`src/rtl/cpt_pkg.sv`:
```
package cpt_pkg;

	localparam int NUM_TIMERS = 4;
	localparam int IDX_W = $clog2(NUM_TIMERS);
	localparam int TICK_W = 11;

	localparam logic [1:0] BYTE_RELOAD_LO = 2'd0;
	localparam logic [1:0] BYTE_RELOAD_HI = 2'd1;
	localparam logic [1:0] BYTE_CONTROL = 2'd2;
	localparam logic [1:0] BYTE_UNUSED = 2'd3;

	localparam logic CMD_WRITE = 1'b0;
	localparam logic CMD_ELAPSE = 1'b1;

	localparam int CTL_CASCADE_BIT = 2;
	localparam int CTL_IRQ_BIT = 6;
	localparam int CTL_ENABLE_BIT = 7;

	typedef struct packed {
		logic       command;
		logic [3:0] reg_offset;
		logic [7:0] write_byte;
		logic [7:0] elapsed_cycles;
	} cpt_in_t;

	typedef struct packed {
		logic [15:0] count_zero;
		logic [15:0] count_one;
		logic [15:0] count_two;
		logic [15:0] count_three;
		logic [7:0]  overflows_zero;
		logic [7:0]  overflows_one;
		logic [7:0]  overflows_two;
		logic [7:0]  overflows_three;
		logic [3:0]  irq_request_mask;
	} cpt_out_t;

	typedef struct packed {
		logic [15:0]       reload;
		logic [15:0]       counter;
		logic [TICK_W-1:0] remainder;
		logic [1:0]        sel;
		logic              cascade;
		logic              irq_en;
		logic              enable;
	} cpt_entry_t;

	typedef struct packed {
		logic             rd_en;
		logic [IDX_W-1:0] rd_addr;
		logic             wr_en;
		logic [IDX_W-1:0] wr_addr;
		cpt_entry_t       wr_data;
	} cpt_mem_req_t;

	function automatic logic [3:0] prescale_shift(input logic [1:0] sel);
		logic [3:0] sh;
		case (sel)
			2'd0: sh = 4'd0;
			2'd1: sh = 4'd6;
			2'd2: sh = 4'd8;
			2'd3: sh = 4'd10;
			default: sh = 4'd0;
		endcase
		return sh;
	endfunction

endpackage

```
`src/rtl/cascading_prescaled_timers_top.sv`:
```
// Four 16-bit prescaled timers with cascade. Pulse start while busy is low to
// issue a register byte write or an elapse command; exactly one result follows,
// shown for a single cycle with result_valid, and it cannot be held off. Timer
// state lives in a small memory that is read, updated and written back one timer
// at a time, then read again to publish the four counters. During an elapse the
// overflow loop retires one reload per cycle.
module cascading_prescaled_timers_top (
	input  logic              clk,
	input  logic              arst_n,
	input  logic              start,
	input  cpt_pkg::cpt_in_t  item,
	output logic              busy,
	output logic              result_valid,
	output cpt_pkg::cpt_out_t result
);

	cpt_pkg::cpt_mem_req_t req;
	cpt_pkg::cpt_entry_t rdata;

	cpt_state_mem u_mem (
		.clk   (clk),
		.arst_n(arst_n),
		.req   (req),
		.rdata (rdata)
	);

	cpt_engine u_engine (
		.clk         (clk),
		.arst_n      (arst_n),
		.start       (start),
		.item        (item),
		.busy        (busy),
		.result_valid(result_valid),
		.result      (result),
		.req         (req),
		.rdata       (rdata)
	);

endmodule

```
`src/rtl/cpt_state_mem.sv`:
```
module cpt_state_mem (
	input  logic                  clk,
	input  logic                  arst_n,
	input  cpt_pkg::cpt_mem_req_t req,
	output cpt_pkg::cpt_entry_t   rdata
);

	cpt_pkg::cpt_entry_t mem [cpt_pkg::NUM_TIMERS];
	logic [cpt_pkg::NUM_TIMERS-1:0] written_q;
	cpt_pkg::cpt_entry_t rd_s1;
	logic rd_valid_s1;

	always_ff @(posedge clk) begin
		if (req.wr_en) begin
			mem[req.wr_addr] <= req.wr_data;
		end
		if (req.rd_en) begin
			rd_s1 <= mem[req.rd_addr];
		end
	end

	// entries never written read as the reset value (all zero)
	always_ff @(posedge clk or negedge arst_n) begin
		if (!arst_n) begin
			written_q <= '0;
			rd_valid_s1 <= 1'b0;
		end else begin
			if (req.wr_en) begin
				written_q[req.wr_addr] <= 1'b1;
			end
			if (req.rd_en) begin
				rd_valid_s1 <= written_q[req.rd_addr];
			end
		end
	end

	assign rdata = rd_valid_s1 ? rd_s1 : '0;

endmodule

```
`src/rtl/cpt_engine.sv`:
```
module cpt_engine (
	input  logic                  clk,
	input  logic                  arst_n,
	input  logic                  start,
	input  cpt_pkg::cpt_in_t      item,
	output logic                  busy,
	output logic                  result_valid,
	output cpt_pkg::cpt_out_t     result,
	output cpt_pkg::cpt_mem_req_t req,
	input  cpt_pkg::cpt_entry_t   rdata
);

	typedef enum logic [6:0] {
		ST_IDLE = 7'b0000001,
		ST_LOAD = 7'b0000010,
		ST_ADV  = 7'b0000100,
		ST_WB   = 7'b0001000,
		ST_COLR = 7'b0010000,
		ST_COLC = 7'b0100000,
		ST_DONE = 7'b1000000
	} state_t;

	localparam int IW = cpt_pkg::IDX_W;
	localparam int TW = cpt_pkg::TICK_W;
	localparam logic [IW-1:0] LAST_IDX = IW'(cpt_pkg::NUM_TIMERS - 1);

	state_t state_q;
	cpt_pkg::cpt_in_t item_q;
	logic [IW-1:0] idx_q;
	logic [IW-1:0] col_q;
	logic [TW-1:0] carry_q;
	logic [TW-1:0] n_q;
	logic [16:0] vsum_q;
	cpt_pkg::cpt_entry_t ent_q;
	logic [7:0] ovf_q [cpt_pkg::NUM_TIMERS];
	logic [15:0] cnt_q [cpt_pkg::NUM_TIMERS];
	logic [cpt_pkg::NUM_TIMERS-1:0] irq_q;

	logic [3:0] sh;
	logic [TW-1:0] psum;
	logic [TW-1:0] ticks;
	logic [TW-1:0] new_rem;
	cpt_pkg::cpt_entry_t adv_ent;
	cpt_pkg::cpt_entry_t wr_ent;
	logic [IW-1:0] wr_idx;

	assign wr_idx = item_q.reg_offset[3:2];

	// prescaler and register-write update on the entry just read
	always_comb begin
		sh = cpt_pkg::prescale_shift(rdata.sel);
		psum = rdata.remainder + TW'(item_q.elapsed_cycles);
		ticks = '0;
		new_rem = rdata.remainder;
		if (rdata.enable && !rdata.cascade) begin
			ticks = psum >> sh;
			new_rem = psum & ((TW'(1) << sh) - TW'(1));
		end else if (rdata.enable) begin
			ticks = carry_q;
		end

		adv_ent = rdata;
		adv_ent.remainder = new_rem;

		wr_ent = rdata;
		case (item_q.reg_offset[1:0])
			cpt_pkg::BYTE_RELOAD_LO: wr_ent.reload[7:0] = item_q.write_byte;
			cpt_pkg::BYTE_RELOAD_HI: wr_ent.reload[15:8] = item_q.write_byte;
			cpt_pkg::BYTE_CONTROL: begin
				wr_ent.sel = item_q.write_byte[1:0];
				wr_ent.cascade = (wr_idx != '0) &&
					item_q.write_byte[cpt_pkg::CTL_CASCADE_BIT];
				wr_ent.irq_en = item_q.write_byte[cpt_pkg::CTL_IRQ_BIT];
				wr_ent.enable = item_q.write_byte[cpt_pkg::CTL_ENABLE_BIT];
				if (!rdata.enable && item_q.write_byte[cpt_pkg::CTL_ENABLE_BIT]) begin
					wr_ent.counter = rdata.reload;
					wr_ent.remainder = '0;
				end
			end
			default: wr_ent = rdata;
		endcase
	end

	always_comb begin
		req = '0;
		req.wr_data = ent_q;
		case (state_q)
			ST_IDLE: begin
				req.rd_en = start;
				req.rd_addr = (item.command == cpt_pkg::CMD_WRITE) ? item.reg_offset[3:2] : '0;
			end
			ST_WB: begin
				req.wr_en = 1'b1;
				req.wr_addr = idx_q;
				req.rd_en = 1'b1;
				req.rd_addr = idx_q + IW'(1);
			end
			ST_COLR: begin
				req.rd_en = 1'b1;
				req.rd_addr = col_q;
			end
			default: req = '0;
		endcase
	end

	always_ff @(posedge clk or negedge arst_n) begin
		if (!arst_n) begin
			state_q <= ST_IDLE;
			idx_q <= '0;
			col_q <= '0;
			carry_q <= '0;
			n_q <= '0;
			irq_q <= '0;
		end else begin
			case (state_q)
				ST_IDLE: begin
					if (start) begin
						idx_q <= (item.command == cpt_pkg::CMD_WRITE) ? item.reg_offset[3:2] : '0;
						carry_q <= '0;
						irq_q <= '0;
						state_q <= ST_LOAD;
					end
				end
				ST_LOAD: begin
					n_q <= '0;
					if (item_q.command == cpt_pkg::CMD_WRITE) begin
						state_q <= ST_WB;
					end else begin
						state_q <= ST_ADV;
					end
				end
				ST_ADV: begin
					// one overflow per cycle
					if (vsum_q[16]) begin
						n_q <= n_q + TW'(1);
					end else begin
						state_q <= ST_WB;
					end
				end
				ST_WB: begin
					if (item_q.command == cpt_pkg::CMD_ELAPSE) begin
						carry_q <= n_q;
						if (n_q != '0 && ent_q.irq_en) begin
							irq_q[idx_q] <= 1'b1;
						end
					end
					if (item_q.command == cpt_pkg::CMD_WRITE || idx_q == LAST_IDX) begin
						col_q <= '0;
						state_q <= ST_COLR;
					end else begin
						idx_q <= idx_q + IW'(1);
						state_q <= ST_LOAD;
					end
				end
				ST_COLR: state_q <= ST_COLC;
				ST_COLC: begin
					if (col_q == LAST_IDX) begin
						state_q <= ST_DONE;
					end else begin
						col_q <= col_q + IW'(1);
						state_q <= ST_COLR;
					end
				end
				ST_DONE: state_q <= ST_IDLE;
				default: state_q <= ST_IDLE;
			endcase
		end
	end

	always_ff @(posedge clk) begin
		if (state_q == ST_IDLE && start) begin
			item_q <= item;
			for (int i = 0; i < cpt_pkg::NUM_TIMERS; i++) begin
				ovf_q[i] <= '0;
			end
		end
		if (state_q == ST_LOAD) begin
			if (item_q.command == cpt_pkg::CMD_WRITE) begin
				ent_q <= wr_ent;
			end else begin
				ent_q <= adv_ent;
				vsum_q <= {1'b0, rdata.counter} + 17'(ticks);
			end
		end
		if (state_q == ST_ADV) begin
			if (vsum_q[16]) begin
				vsum_q <= {1'b0, vsum_q[15:0]} + {1'b0, ent_q.reload};
			end else begin
				ent_q.counter <= vsum_q[15:0];
			end
		end
		if (state_q == ST_WB && item_q.command == cpt_pkg::CMD_ELAPSE) begin
			ovf_q[idx_q] <= (n_q > TW'(255)) ? 8'hFF : n_q[7:0];
		end
		if (state_q == ST_COLC) begin
			cnt_q[col_q] <= rdata.counter;
		end
	end

	assign busy = (state_q != ST_IDLE);
	assign result_valid = (state_q == ST_DONE);

	always_comb begin
		result.count_zero = cnt_q[0];
		result.count_one = cnt_q[1];
		result.count_two = cnt_q[2];
		result.count_three = cnt_q[3];
		result.overflows_zero = ovf_q[0];
		result.overflows_one = ovf_q[1];
		result.overflows_two = ovf_q[2];
		result.overflows_three = ovf_q[3];
		result.irq_request_mask = irq_q;
	end

endmodule

```
`config.mk`:
```
export PLATFORM = sky130hd
export DESIGN_NAME = cascading_prescaled_timers_top
export DESIGN_NICKNAME = d
export VERILOG_FILES = /design/src/rtl/cpt_pkg.sv /design/src/rtl/cascading_prescaled_timers_top.sv /design/src/rtl/cpt_state_mem.sv /design/src/rtl/cpt_engine.sv
export SDC_FILE = /design/constraint.sdc
export NUM_CORES = 1
export LEC_CHECK = 0
export BUFFER_PORTS_ARGS = -buffer_cell sky130_fd_sc_hd__buf_2
export CELL_PAD_IN_SITES_DETAIL_PLACEMENT = 0
export CELL_PAD_IN_SITES_GLOBAL_PLACEMENT = 1
export CORE_MARGIN = 2
export CORE_UTILIZATION = 45
export DETAILED_ROUTE_END_ITERATION = 10
export HOLD_SLACK_MARGIN = 0.02
export PLACE_DENSITY_LB_ADDON = 0.1
export SETUP_SLACK_MARGIN = 0.05
export SLEW_MARGIN = 20
export SYNTH_ARGS = -nofsm -noshare
export SYNTH_HDL_FRONTEND = slang
export SYNTH_SLANG_ARGS = --single-unit
export TNS_END_PERCENT = 10
```
`constraint.sdc`:
```
create_clock -name clk -period 5.6 [get_ports clk]
set_input_delay 0.28 -clock clk [delete_from_list [all_inputs] [get_ports clk]]
set_output_delay 0.28 -clock clk [all_outputs]
set_load 0.05 [all_outputs]
```
==> results of run 1 <==
==> per-stage QoR <==
| step | instance area, um2 | hold slack [ns] | setup WS (ns) | instances |
|---|---|---|---|---|
| 2_1_floorplan | 19980 | -0.01559 | 0.1158 | 1636 |
| 3_3_place_gp | 21210 | 0.4510 | 0.4261 | 2288 |
| 3_5_place_dp | 21220 | 0.4538 | 0.3374 | 2289 |
| 4_1_cts | 22980 | 0.1099 | 0.3135 | 2397 |
| 5_1_grt | 23000 | 0.1588 | 0.01564 | 2397 |
| 6_report | 23000 | 0.1217 | 0.3295 | 2397 |
==> path summary, 6_finish.rpt <==
path | slack, ns | endpoint | startpoint | cells past startpoint
min | 0.12 | u_engine.state_q[0] | start | 4
min in group asynchronous | 0.26 | u_mem.written_q[1] | arst_n | 2
max in group asynchronous | 4.88 | u_mem.rd_valid_s1 | arst_n | 2
max reg2reg | 0.33 | u_engine.vsum_q[14] | u_mem.rd_valid_s1 | 22
min reg2reg | 0.47 | u_mem.written_q[1] | u_mem.written_q[1] | 1
max | 0.33 | u_engine.vsum_q[14] | u_mem.rd_valid_s1 | 22
==> timing repair <==
action,CTS,global route
gates resized for setup,0,3
hold endpoints to repair,63,0
hold buffers,22,0
buffers inserted,0,0
endpoints found under the setup margin,0,2
==> cells in the final DEF (no fill, tap or decap), drive strengths merged, types with 5 or more instances in the layout <==
| cell type | n |
|---|---|
| and2 | 123 |
| or2 | 5 |
| nor4 | 6 |
| clkinv | 15 |
| edfxtp | 389 |
| dfrtp | 41 |
| o22ai | 5 |
| xor2 | 18 |
| nor2b | 7 |
| nand3 | 43 |
| nor3 | 13 |
| nor2 | 120 |
| inv | 32 |
| xnor2 | 27 |
| a31oi | 53 |
| a21oi | 79 |
| dlygate4sd3 | 22 |
| o211ai | 7 |
| ha | 43 |
| nand4 | 10 |
| and3 | 8 |
| dfxtp | 33 |
| a211oi | 56 |
| a22oi | 22 |
| o21ai | 60 |
| nand2 | 273 |
| nand2b | 5 |
| a21o | 11 |
| clkbuf | 63 |
| buf | 150 |
==> area by class of cell <==
type | count | area, um2 | share of cell area (%)
clock inverter | 23 | 219.0 | 0.9521
sequential | 464 | 13400 | 58.24
clock buffer | 63 | 1319 | 5.734
multi-input combinational | 1052 | 6152 | 26.75
timing repair buffer | 172 | 1056 | 4.592
inverter | 31 | 116.4 | 0.5060
tap | 592 | 740.7 | 3.221
==> kinds of logic (layout without fill, tap and decap cells) <==
family,count (synthesis),count (layout),synth area share [%]
adders and majority gates,48,48,3.056
buffers and inverters,120,289,2.379
AOI/OAI and AO/OA,326,326,10.66
xor gates and xnor gates,45,45,1.972
muxes,6,6,0.3131
DFF,464,464,67.03
and+or+nand+nor,627,627,14.59
==> cell usage after synthesis (all sizes together) (3+ instances only) <==
cell type and instances:
a211oi 56, a21o 11, a21oi 79, a221oi 4, a22oi 22, a31oi 53, a32oi 3, and2 123
and3 8, buf 16, clkbuf 73, dfrtp 41, dfxtp 33, edfxtp 389, ha 43, inv 31
maj3 3, mux2i 4, nand2 273, nand2b 5, nand3 43, nand4 10, nor2 120, nor2b 7
nor3 13, nor3b 3, nor4 6, o211ai 7, o21ai 60, o22ai 5, o31ai 3, or2 5
or3 4, xnor2 27, xor2 18
==> metal layers <==
layer  GRT usage (%)  up-vias
met3           3.553       82
li1                -     6197
met5               0        -
met2           35.74      361
met4           7.014        0
met1           31.88     6479
==> where the power goes <==
group / total [mW] / switching, mW / internal [mW]
logic: 2.85 / 1.98 / 0.874
clock network: 3.12 / 1.29 / 1.84
registers: 4.85 / 0.354 / 4.49
==> critical path, stage by stage (launching register included) <==
cell and delay, ns:
dfrtp_2 0.42, and2_1 0.16, ha_1 0.25, ha_1 0.25, a21o_1 0.18, maj3_1 0.41
o2111ai_1 0.13, nand3_2 0.12, o221a_4 0.30, nand3_2 0.09, xor2_1 0.11, a2111o_1 0.44
a211oi_2 0.24, ha_1 0.29, a21o_1 0.19, a21oi_1 0.21, o21ba_2 0.17, o21ai_0 0.12
a22oi_1 0.27, nor2b_1 0.30, mux2i_1 0.21, o211ai_1 0.09, a21boi_0 0.16
==> flip-flops by register name, indices dropped and copies added, names as in the netlist <==
| name | count |
|---|---|
| u_engine.item_q | 21 |
| u_engine.carry_q | 11 |
| u_engine.state_q | 7 |
| u_engine.cnt_q | 64 |
| u_engine.ovf_q | 32 |
| u_engine.col_q | 2 |
| u_mem.mem | 192 |
| u_mem.rd_s1 | 48 |
| u_engine.ent_q | 48 |
| u_engine.vsum_q | 17 |
| u_engine.idx_q | 2 |
| u_engine.n_q | 11 |
| u_mem.written_q | 4 |
| u_engine.irq_q | 4 |
| u_mem.rd_valid_s1 | 1 |
==> results.ini, run 1 <==
[outcome]
status = completed

[logic_synthesis]
synth_top_area_share_pct = 58.46
synth-main-ff-cell = edfxtp_1
avgSynthCellArea_um2 = 12.21
ys_seq_elements = 464
yosysSeqAreaShare_pct = 67.03
yosysWarnings = 0
synth_area_leaders = edfxtp_1 (58%), dfrtp_1 (5.1%), nand2_1 (5.1%)
synthCells = 1636
syn_area_um2 = 19980
synth_area_leader_cell = edfxtp_1
synth_cell_types = 74
synth_edf_count = 389
async_flop_share_pct = 9.052
syn-num-nets = 1705

[clock_tree]
clk_latency_ns = 0.58
cts-htree-levels = 2
numCtsBuffers = 48
clk_path_buf_depth = 3
cts_sinks = 464
root_buffer = clkbuf_16
tritoncts = done
clk_pin_slew_ns = 0.07

[timing]
rsz0062_at_grt = true
relSlewSlack_pct = 32.55
fin_setup_tns_ns = 0
setup_violations = 0
period_minus_slack_ns = 5.271
period_share_pct = 94.12
tightest_slew_ns = 1.009
maxSlewViolCount = 0
clock.fmax_mhz = 189.7
fin_skew_ns = 0.01189
hold_viol = 0

[global_routing]
grt_pass1_wl_mm = 78.51
grtUsageTotal_pct = 22.47
grt_max_degree = 99
gr-total-overflow = 0
antenna_found_initial = 1
grt_pass1_vias = 12830

[routing]
drc = 0
first_pass_iters = 5
wl_met2_mm = 23.73
wl_per_cell_um = 21.59
vias = 13120
wl_mm = 51.76
dr.first_iter.drc_count = 999
highest_layer = met4
via_per_inst = 5.473
wl_met3_mm = 2.444
wl_met1_mm = 24.08
ant_nets = 0

[finish]
syn2layout_area_growth_pct = 15.10
drive_gt1_share_pct = 14.18
fin_util_pct = 52.24
nFillCells = 3818
diodes = 0
nets = 1838

[die]
pin_count = 126
coreArea_um2 = 44030
start_util_pct = 45.38
fp.dieW_um = 214.7
rows = 77
die_y_um = 214.7
die-area_um2 = 46100

[worst_setup_path]
path_max_fanout = 6
crit_type = reg -> reg
required_ns = 6.02
start_kind = flop
cp.arrival_ns = 5.69
cp-end-kind = flop

[pwr]
p_per_area_nw_per_um2 = 470.6
p_leak_nw = 8.509
power.total_mw = 10.82
irDropWorstVdd_uv = 240.8

[place]
place_congestion = 0.8688
port_buffers = 125
place_hpwl_mm = 33.50

[worst_hold_path]
min_path_type = in -> reg

[job]
max-cap-violations = 0

No activity file was read; power rests on OpenSTA's default activity.
==> inputs of run 2 (changes only) <==
--- a/config.mk
+++ b/config.mk
@@ -5,11 +5,12 @@
 export SDC_FILE = /design/constraint.sdc
 export NUM_CORES = 1
 export LEC_CHECK = 0
+export ABC_AREA = 1
 export BUFFER_PORTS_ARGS = -buffer_cell sky130_fd_sc_hd__buf_2
 export CELL_PAD_IN_SITES_DETAIL_PLACEMENT = 0
 export CELL_PAD_IN_SITES_GLOBAL_PLACEMENT = 1
 export CORE_MARGIN = 2
-export CORE_UTILIZATION = 45
+export CORE_UTILIZATION = 44
 export DETAILED_ROUTE_END_ITERATION = 10
 export HOLD_SLACK_MARGIN = 0.02
 export PLACE_DENSITY_LB_ADDON = 0.1
==> run 2 against run 1 <==
Net effect:
- clock skew grew 0.015 ns
- sequential cell count stayed put
- global-route usage rose by 1.4 points
- fmax grew 28%
==> results.ini, run 2 <==
[logic_synthesis]
synth_cell_types = 49
synth-main-ff-cell = edfxtp_1
synth_top_area_share_pct = 56.57
yosysWarnings = 0
async_flop_share_pct = 9.052
syn-num-nets = 2014
synth_edf_count = 389
synthTopCellsByCount = edfxtp_1 (389), nand2_1 (359), inv_1 (260)
synth.most_common_cell = edfxtp_1
synthCells = 1945
yosysSeqAreaShare_pct = 64.87
syn_area_um2 = 20650
avgSynthCellArea_um2 = 10.62
synth_area_leaders = edfxtp_1 (57%), nand2_1 (6.5%), dfrtp_1 (5.0%)
ys_seq_elements = 464
synth_area_leader_cell = edfxtp_1

[global_routing]
antenna_found_initial = 1
grtUsageTotal_pct = 23.87
gr-total-overflow = 0
grt_pass1_vias = 14110
grt_pass1_wl_mm = 86.59
grt_max_degree = 100

[die]
coreArea_um2 = 46460
die_y_um = 220.6
die-area_um2 = 48680
rows = 79
pin_count = 126
fp.dieW_um = 220.6
start_util_pct = 44.44

[routing]
vias = 14640
first_pass_iters = 6
wl_met3_mm = 2.779
drc = 0
highest_layer = met5
wl_met2_mm = 25.88
wl_mm = 57.13
dr.first_iter.drc_count = 1199
wl_met1_mm = 27.22
ant_nets = 0
via_per_inst = 5.361
wl_per_cell_um = 20.93

[outcome]
status = completed

[worst_setup_path]
r2r-start = u_mem.rd_valid_s1
critical_path.max_stage_delay_ns = 0.60
regToRegEndpoint = u_engine.vsum_q[10]
crit_type = reg -> reg
reg2reg_depth = 19
cp.arrival_ns = 4.60
crit_path_frequent_cell = nand2_1
cp-end-kind = flop
start_kind = flop
crit_chain = buf_4 -> nand2_1 -> inv_1 -> nor2_1 -> nor2_1 -> inv_1 -> nand2_1 -> a21oi_1 -> ha_1 -> a21oi_1 -> nand2_1 -> a21boi_0 -> o21ai_0 -> nand2_1 -> nand3_1 -> nand2_1 -> nand3_1 -> nand2_1 -> nand2_1
r2r_slack_ns = 1.48
required_ns = 6.08
path_max_fanout = 41
cp_slowest_cell = dfrtp_2

[worst_hold_path]
min_path_type = in -> async

[clock_tree]
cts-htree-levels = 2
root_buffer = clkbuf_16
clk_latency_ns = 0.60
cts_setup_buffers = 0
numCtsBuffers = 49
tritoncts = done
ctsResizeCount = 0
cts_sinks = 464
clk_path_buf_depth = 3
clk_pin_slew_ns = 0.07
ctsHoldBuffers = 23

[timing]
setup_violations = 0
clock.fmax_mhz = 242.9
setup_slack_ns = 1.483
timing.hold.ws_ns = 0.2316
fin_setup_tns_ns = 0
relSlewSlack_pct = 35.90
period_minus_slack_ns = 4.117
hold_viol = 0
period_share_pct = 73.51
rsz0062_at_grt = false
tightest_slew_ns = 0.9616
fin_skew_ns = 0.02723
maxSlewViolCount = 0

[finish]
diodes = 0
mostFrequentLayoutCells = edfxtp_1 (389), nand2_1 (357), inv_1 (260)
final_common_cell = edfxtp_1
largest_reg_flops = 192
largestRegisters = u_mem.mem (192), u_engine.cnt_q (64)
syn2layout_area_growth_pct = 14.93
register_area_um2 = 13400
nFillCells = 4258
regMostFlops = u_mem.mem
multi_input_comb_area_um2 = 5943
nets = 2159
drive_gt1_share_pct = 11.82

[place]
place_hpwl_mm = 37.81
post-place-ws_ns = 1.583
port_buffers = 125
place_congestion = 0.8809

[pwr]
irDropWorstVdd_uv = 372.8
p_per_area_nw_per_um2 = 474.6
p_leak_nw = 9.932

[job]
max-cap-violations = 0

## run 2: cell types whose count changed after synthesis, moves of 47 or more
cell / change
inv_1: +230
o21ai_0: +94
nand2_1: +86
and2_1: -82
a21oi_1: +66
nand3_1: +54
a211oi_1: -52
nand4_1: +47
## run 2: layout make-up
| cell class | count | share of cell area [%] |
|---|---|---|
| sequential | 464 | 56.45 |
| inverter | 269 | 4.255 |
| timing repair buffer | 171 | 4.398 |
| tap | 607 | 3.201 |
| clock buffer | 64 | 5.663 |
| multi-input combinational | 1135 | 25.05 |
| clock inverter | 20 | 0.9860 |
## run 2: cell families (layout without fill, tap and decap cells)
| group | Yosys count | count (layout) | synth area share, % |
|---|---|---|---|
| AOI/OAI and AO/OA | 407 | 407 | 11.06 |
| xor gates and xnor gates | 12 | 12 | 0.5090 |
| adders and majority gates | 45 | 45 | 2.800 |
| buffers and inverters | 346 | 524 | 6.623 |
| DFF | 464 | 464 | 64.87 |
| and+or+nand+nor | 671 | 671 | 14.14 |
## run 2: report_power, final
part / switching, mW / total, mW / internal [mW]
logic: 2.35 / 3.17 / 0.818
registers: 0.311 / 4.87 / 4.55
clock network: 1.35 / 3.23 / 1.88
total: 4.01 / 11.3 / 7.25
## run 2: how the worst max path moves through the flow
| stage | start | endpoint | slack, ns | cells past startpoint |
|---|---|---|---|---|
| after global placement | u_mem.rd_valid_s1 | u_engine.vsum_q[10] | 1.67 | 28 |
| after floorplan | u_engine.state_q[1] | u_engine.ovf_q[2][0] | 0.53 | 7 |
| final | u_mem.rd_valid_s1 | u_engine.vsum_q[10] | 1.48 | 19 |
| after global routing | u_mem.rd_valid_s1 | u_engine.vsum_q[10] | 1.10 | 28 |
| after detailed placement | u_mem.rd_valid_s1 | u_engine.vsum_q[10] | 1.58 | 20 |
| after CTS | u_mem.rd_valid_s1 | u_engine.vsum_q[10] | 1.56 | 20 |
## run 2: critical path: cells and delay by family (launching register included)
| family | cells | cell delay, ns |
|---|---|---|
| simple gates | 11 | 1.42 |
| buf+inv | 3 | 0.96 |
| compound gates | 4 | 0.69 |
| flops | 1 | 0.60 |
| fa+ha+maj | 1 | 0.35 |
## run 2: metrics by stage
step | instance area (um2) | instances | total power [mW] | utilization [%]
6_report | 23730 | 2730 | 11.26 | 51.08
5_1_grt | 23730 | 2730 | 11.86 | 51.08
4_1_cts | 23730 | 2730 | 11.32 | 51.07
3_5_place_dp | 21920 | 2623 | 8.060 | 47.18
3_3_place_gp | 21920 | 2623 | 8.048 | 47.18
2_1_floorplan | 20650 | 1945 | 6.999 | -
## run 2: layer usage
layer | vias up | global-route usage (%)
met5 | - | 0
met4 | 2 | 6.022
met3 | 78 | 3.354
met2 | 378 | 38.04
met1 | 7148 | 34.57
li1 | 7030 | -
==> inputs of run 3 (changes only) <==
==> constraint.sdc (replaced) <==
create_clock -name clk -period 3.56 [get_ports clk]
set_input_delay 0.178 -clock clk [delete_from_list [all_inputs] [get_ports clk]]
set_output_delay 0.178 -clock clk [all_outputs]
set_load 0.05 [all_outputs]
==> run 3 against run 2 <==
Net effect:
- critical path depth is 5 higher
- setup slack worse by 1.3 ns
- worst hold slack got worse by 0.020 ns
- register-to-register slack got worse by 1.3 ns
- clock power is 64% higher
- die area unchanged
- global-route usage barely moved
- sequential share of layout area decreased by 2.6 points
- utilization rose by 2.5 points
- non-clock buffer count rose by 74
- largest power group unchanged
==> results.ini, run 3 (synthesis gave the netlist of run 2 again) <==
[routing]
first_pass_iters = 6
via_per_inst = 5.324
drc = 0
wl_mm = 57.52
dr.first_iter.drc_count = 1183
ant_nets = 0
vias = 14970
wl_per_cell_um = 20.45

[clock_tree]
numCtsBuffers = 50
clk_pin_slew_ns = 0.07
cts_sinks = 464
root_buffer = clkbuf_16
tritoncts = done
clk_path_buf_depth = 3
cts-htree-levels = 2
clk_latency_ns = 0.59

[pwr]
clkPwrFrac_pct = 28.8
p_per_area_nw_per_um2 = 738.9
pwr-share-comb_pct = 29.7
pwr-share-seq_pct = 41.5
p_int_mw = 11.86
p_sw_mw = 6.529
irDropWorstVdd_uv = 506.0
p_leak_nw = 10.41
switching_share_pct = 35.51

[worst_setup_path]
required_ns = 4.03
start_kind = flop
crit_type = reg -> reg
path_max_fanout = 8
cp.arrival_ns = 3.80
cp-end-kind = flop

[timing]
hold_viol = 0
rsz0062_at_grt = true
period_minus_slack_ns = 3.333
relSlewSlack_pct = 38.85
setup_violations = 0
period_share_pct = 93.63
maxSlewViolCount = 0
setup_slack_ns = 0.2268
tightest_slew_ns = 0.9173
clock.fmax_mhz = 300.0
fin_skew_ns = 0.01732
fin_setup_tns_ns = 0

[place]
place_hpwl_mm = 38.60
post-place-ws_ns = -0.1203
dpl_cell_area_um2 = 22460
place_congestion = 0.8713
dp.cells = 2691
port_buffers = 125

[finish]
mostFrequentLayoutCells = edfxtp_1 (389), nand2_1 (332), inv_1 (255)
register_area_um2 = 13400
nets = 2234
syn2layout_area_growth_pct = 20.51
largestRegisters = u_mem.mem (192), u_engine.cnt_q (64)
largest_reg_flops = 192
final_common_cell = edfxtp_1
instances_no_fill = 2812
diodes = 0
nFillCells = 4153
multi_input_comb_area_um2 = 6392
fin_area_um2 = 24880
regMostFlops = u_mem.mem
drive_gt1_share_pct = 19.55

[die]
die-area_um2 = 48680
start_util_pct = 44.44
rows = 79
pin_count = 126
fp.dieW_um = 220.6
coreArea_um2 = 46460
die_y_um = 220.6

[outcome]
status = completed

[worst_hold_path]
min_path_type = in -> async

[job]
max-cap-violations = 0

[global_routing]
grt_pass1_wl_mm = 86.73
gr-total-overflow = 0
grtUsageTotal_pct = 23.91
grt_pass1_vias = 14200
antenna_found_initial = 0
grt_max_degree = 94

run 3: changes by cell type in the layout (fill, tap and decap cells not counted), moves of 8 or more:
cell      change
a21oi_1      -13
a21oi_2      +12
buf_4        +66
clkbuf_1      -8
clkinv_2      +8
ha_1          -9
nand2_1      -25
nand2_2      +22
nand3_1      -17
nand3_2      +12
o21ai_0      -10
run 3: cell type report:
class	count	share of cell area, %
Clock buffer	54	5.214
Sequential cell	464	53.83
Multi-Input combinational cell	1135	25.69
Inverter	269	4.058
Tap cell	607	3.052
Timing Repair Buffer	245	6.627
Clock inverter	38	1.524
run 3: path summary, 6_finish.rpt:
| check | start | end | slack, ns | cells after the start |
|---|---|---|---|---|
| worst max-delay path | u_mem.rd_valid_s1 | u_engine.vsum_q[16] | 0.23 | 24 |
| worst min-delay path | arst_n | u_engine.irq_q[1] | 0.21 | 3 |
| worst max register to register | u_mem.rd_valid_s1 | u_engine.vsum_q[16] | 0.23 | 24 |
| worst min register to register | u_mem.written_q[1] | u_mem.written_q[1] | 0.47 | 2 |
| max in group asynchronous | arst_n | u_engine.col_q[0] | 2.92 | 3 |
| min in group clk | item[11] | u_engine.item_q[11] | 0.29 | 2 |
run 3: routing by layer:
layer | routed length [um] | global-route usage (%) | part of all wire (%) | vias to the layer above
met3 | 3499 | 4.591 | 6.1 | 65
met2 | 26380 | 38.14 | 46 | 423
met5 | 0 | 0 | 0 | -
met1 | 26620 | 34.00 | 46 | 7286
met4 | 1017 | 5.467 | 1.8 | 0
li1 | - | - | - | 7198
run 3: power groups by stage:
stage	registers, mW	logic (mW)	clock network (mW)
after floorplan	7.90	3.12	0
after global placement	7.71	5.17	0
after detailed placement	7.71	5.21	0
after CTS	7.61	5.28	5.40
after global routing	7.69	6.08	5.62
final	7.62	5.46	5.30
run 3: critical path, stage by stage, from the launching register on:
cell	delay, ns
dfrtp_2	0.50
nand2_2	0.11
inv_2	0.05
ha_4	0.15
ha_2	0.16
inv_1	0.06
nand2_2	0.06
buf_4	0.14
nand3_2	0.08
nand2_1	0.07
nand2_2	0.08
nand4_1	0.10
a21oi_2	0.19
a21oi_2	0.07
ha_2	0.20
fa_2	0.39
nand3_2	0.11
nand2_4	0.06
buf_4	0.14
nand3_4	0.06
nand3_4	0.08
nand3_4	0.09
nor3_1	0.06
a21oi_1	0.13
nor2_1	0.06
run 3: what timing repair did:
item,CTS,global route
cloned,0,1
pin swaps,1,36
endpoints found under the hold margin,65,0
endpoints found under the setup margin,11,14
setup buffers,0,5
resized for setup,12,110
hold buffers,23,0
run 3: per-stage QoR:
stage,hold WS [ns],utilization [%],power [mW]
after floorplan,-0.1176,-,11.01
after global placement,0.2974,48.34,12.87
after detailed placement,0.3008,48.34,12.92
after CTS,0.1914,52.53,18.29
after global routing,0.2580,53.56,19.39
final,0.2111,53.56,18.38
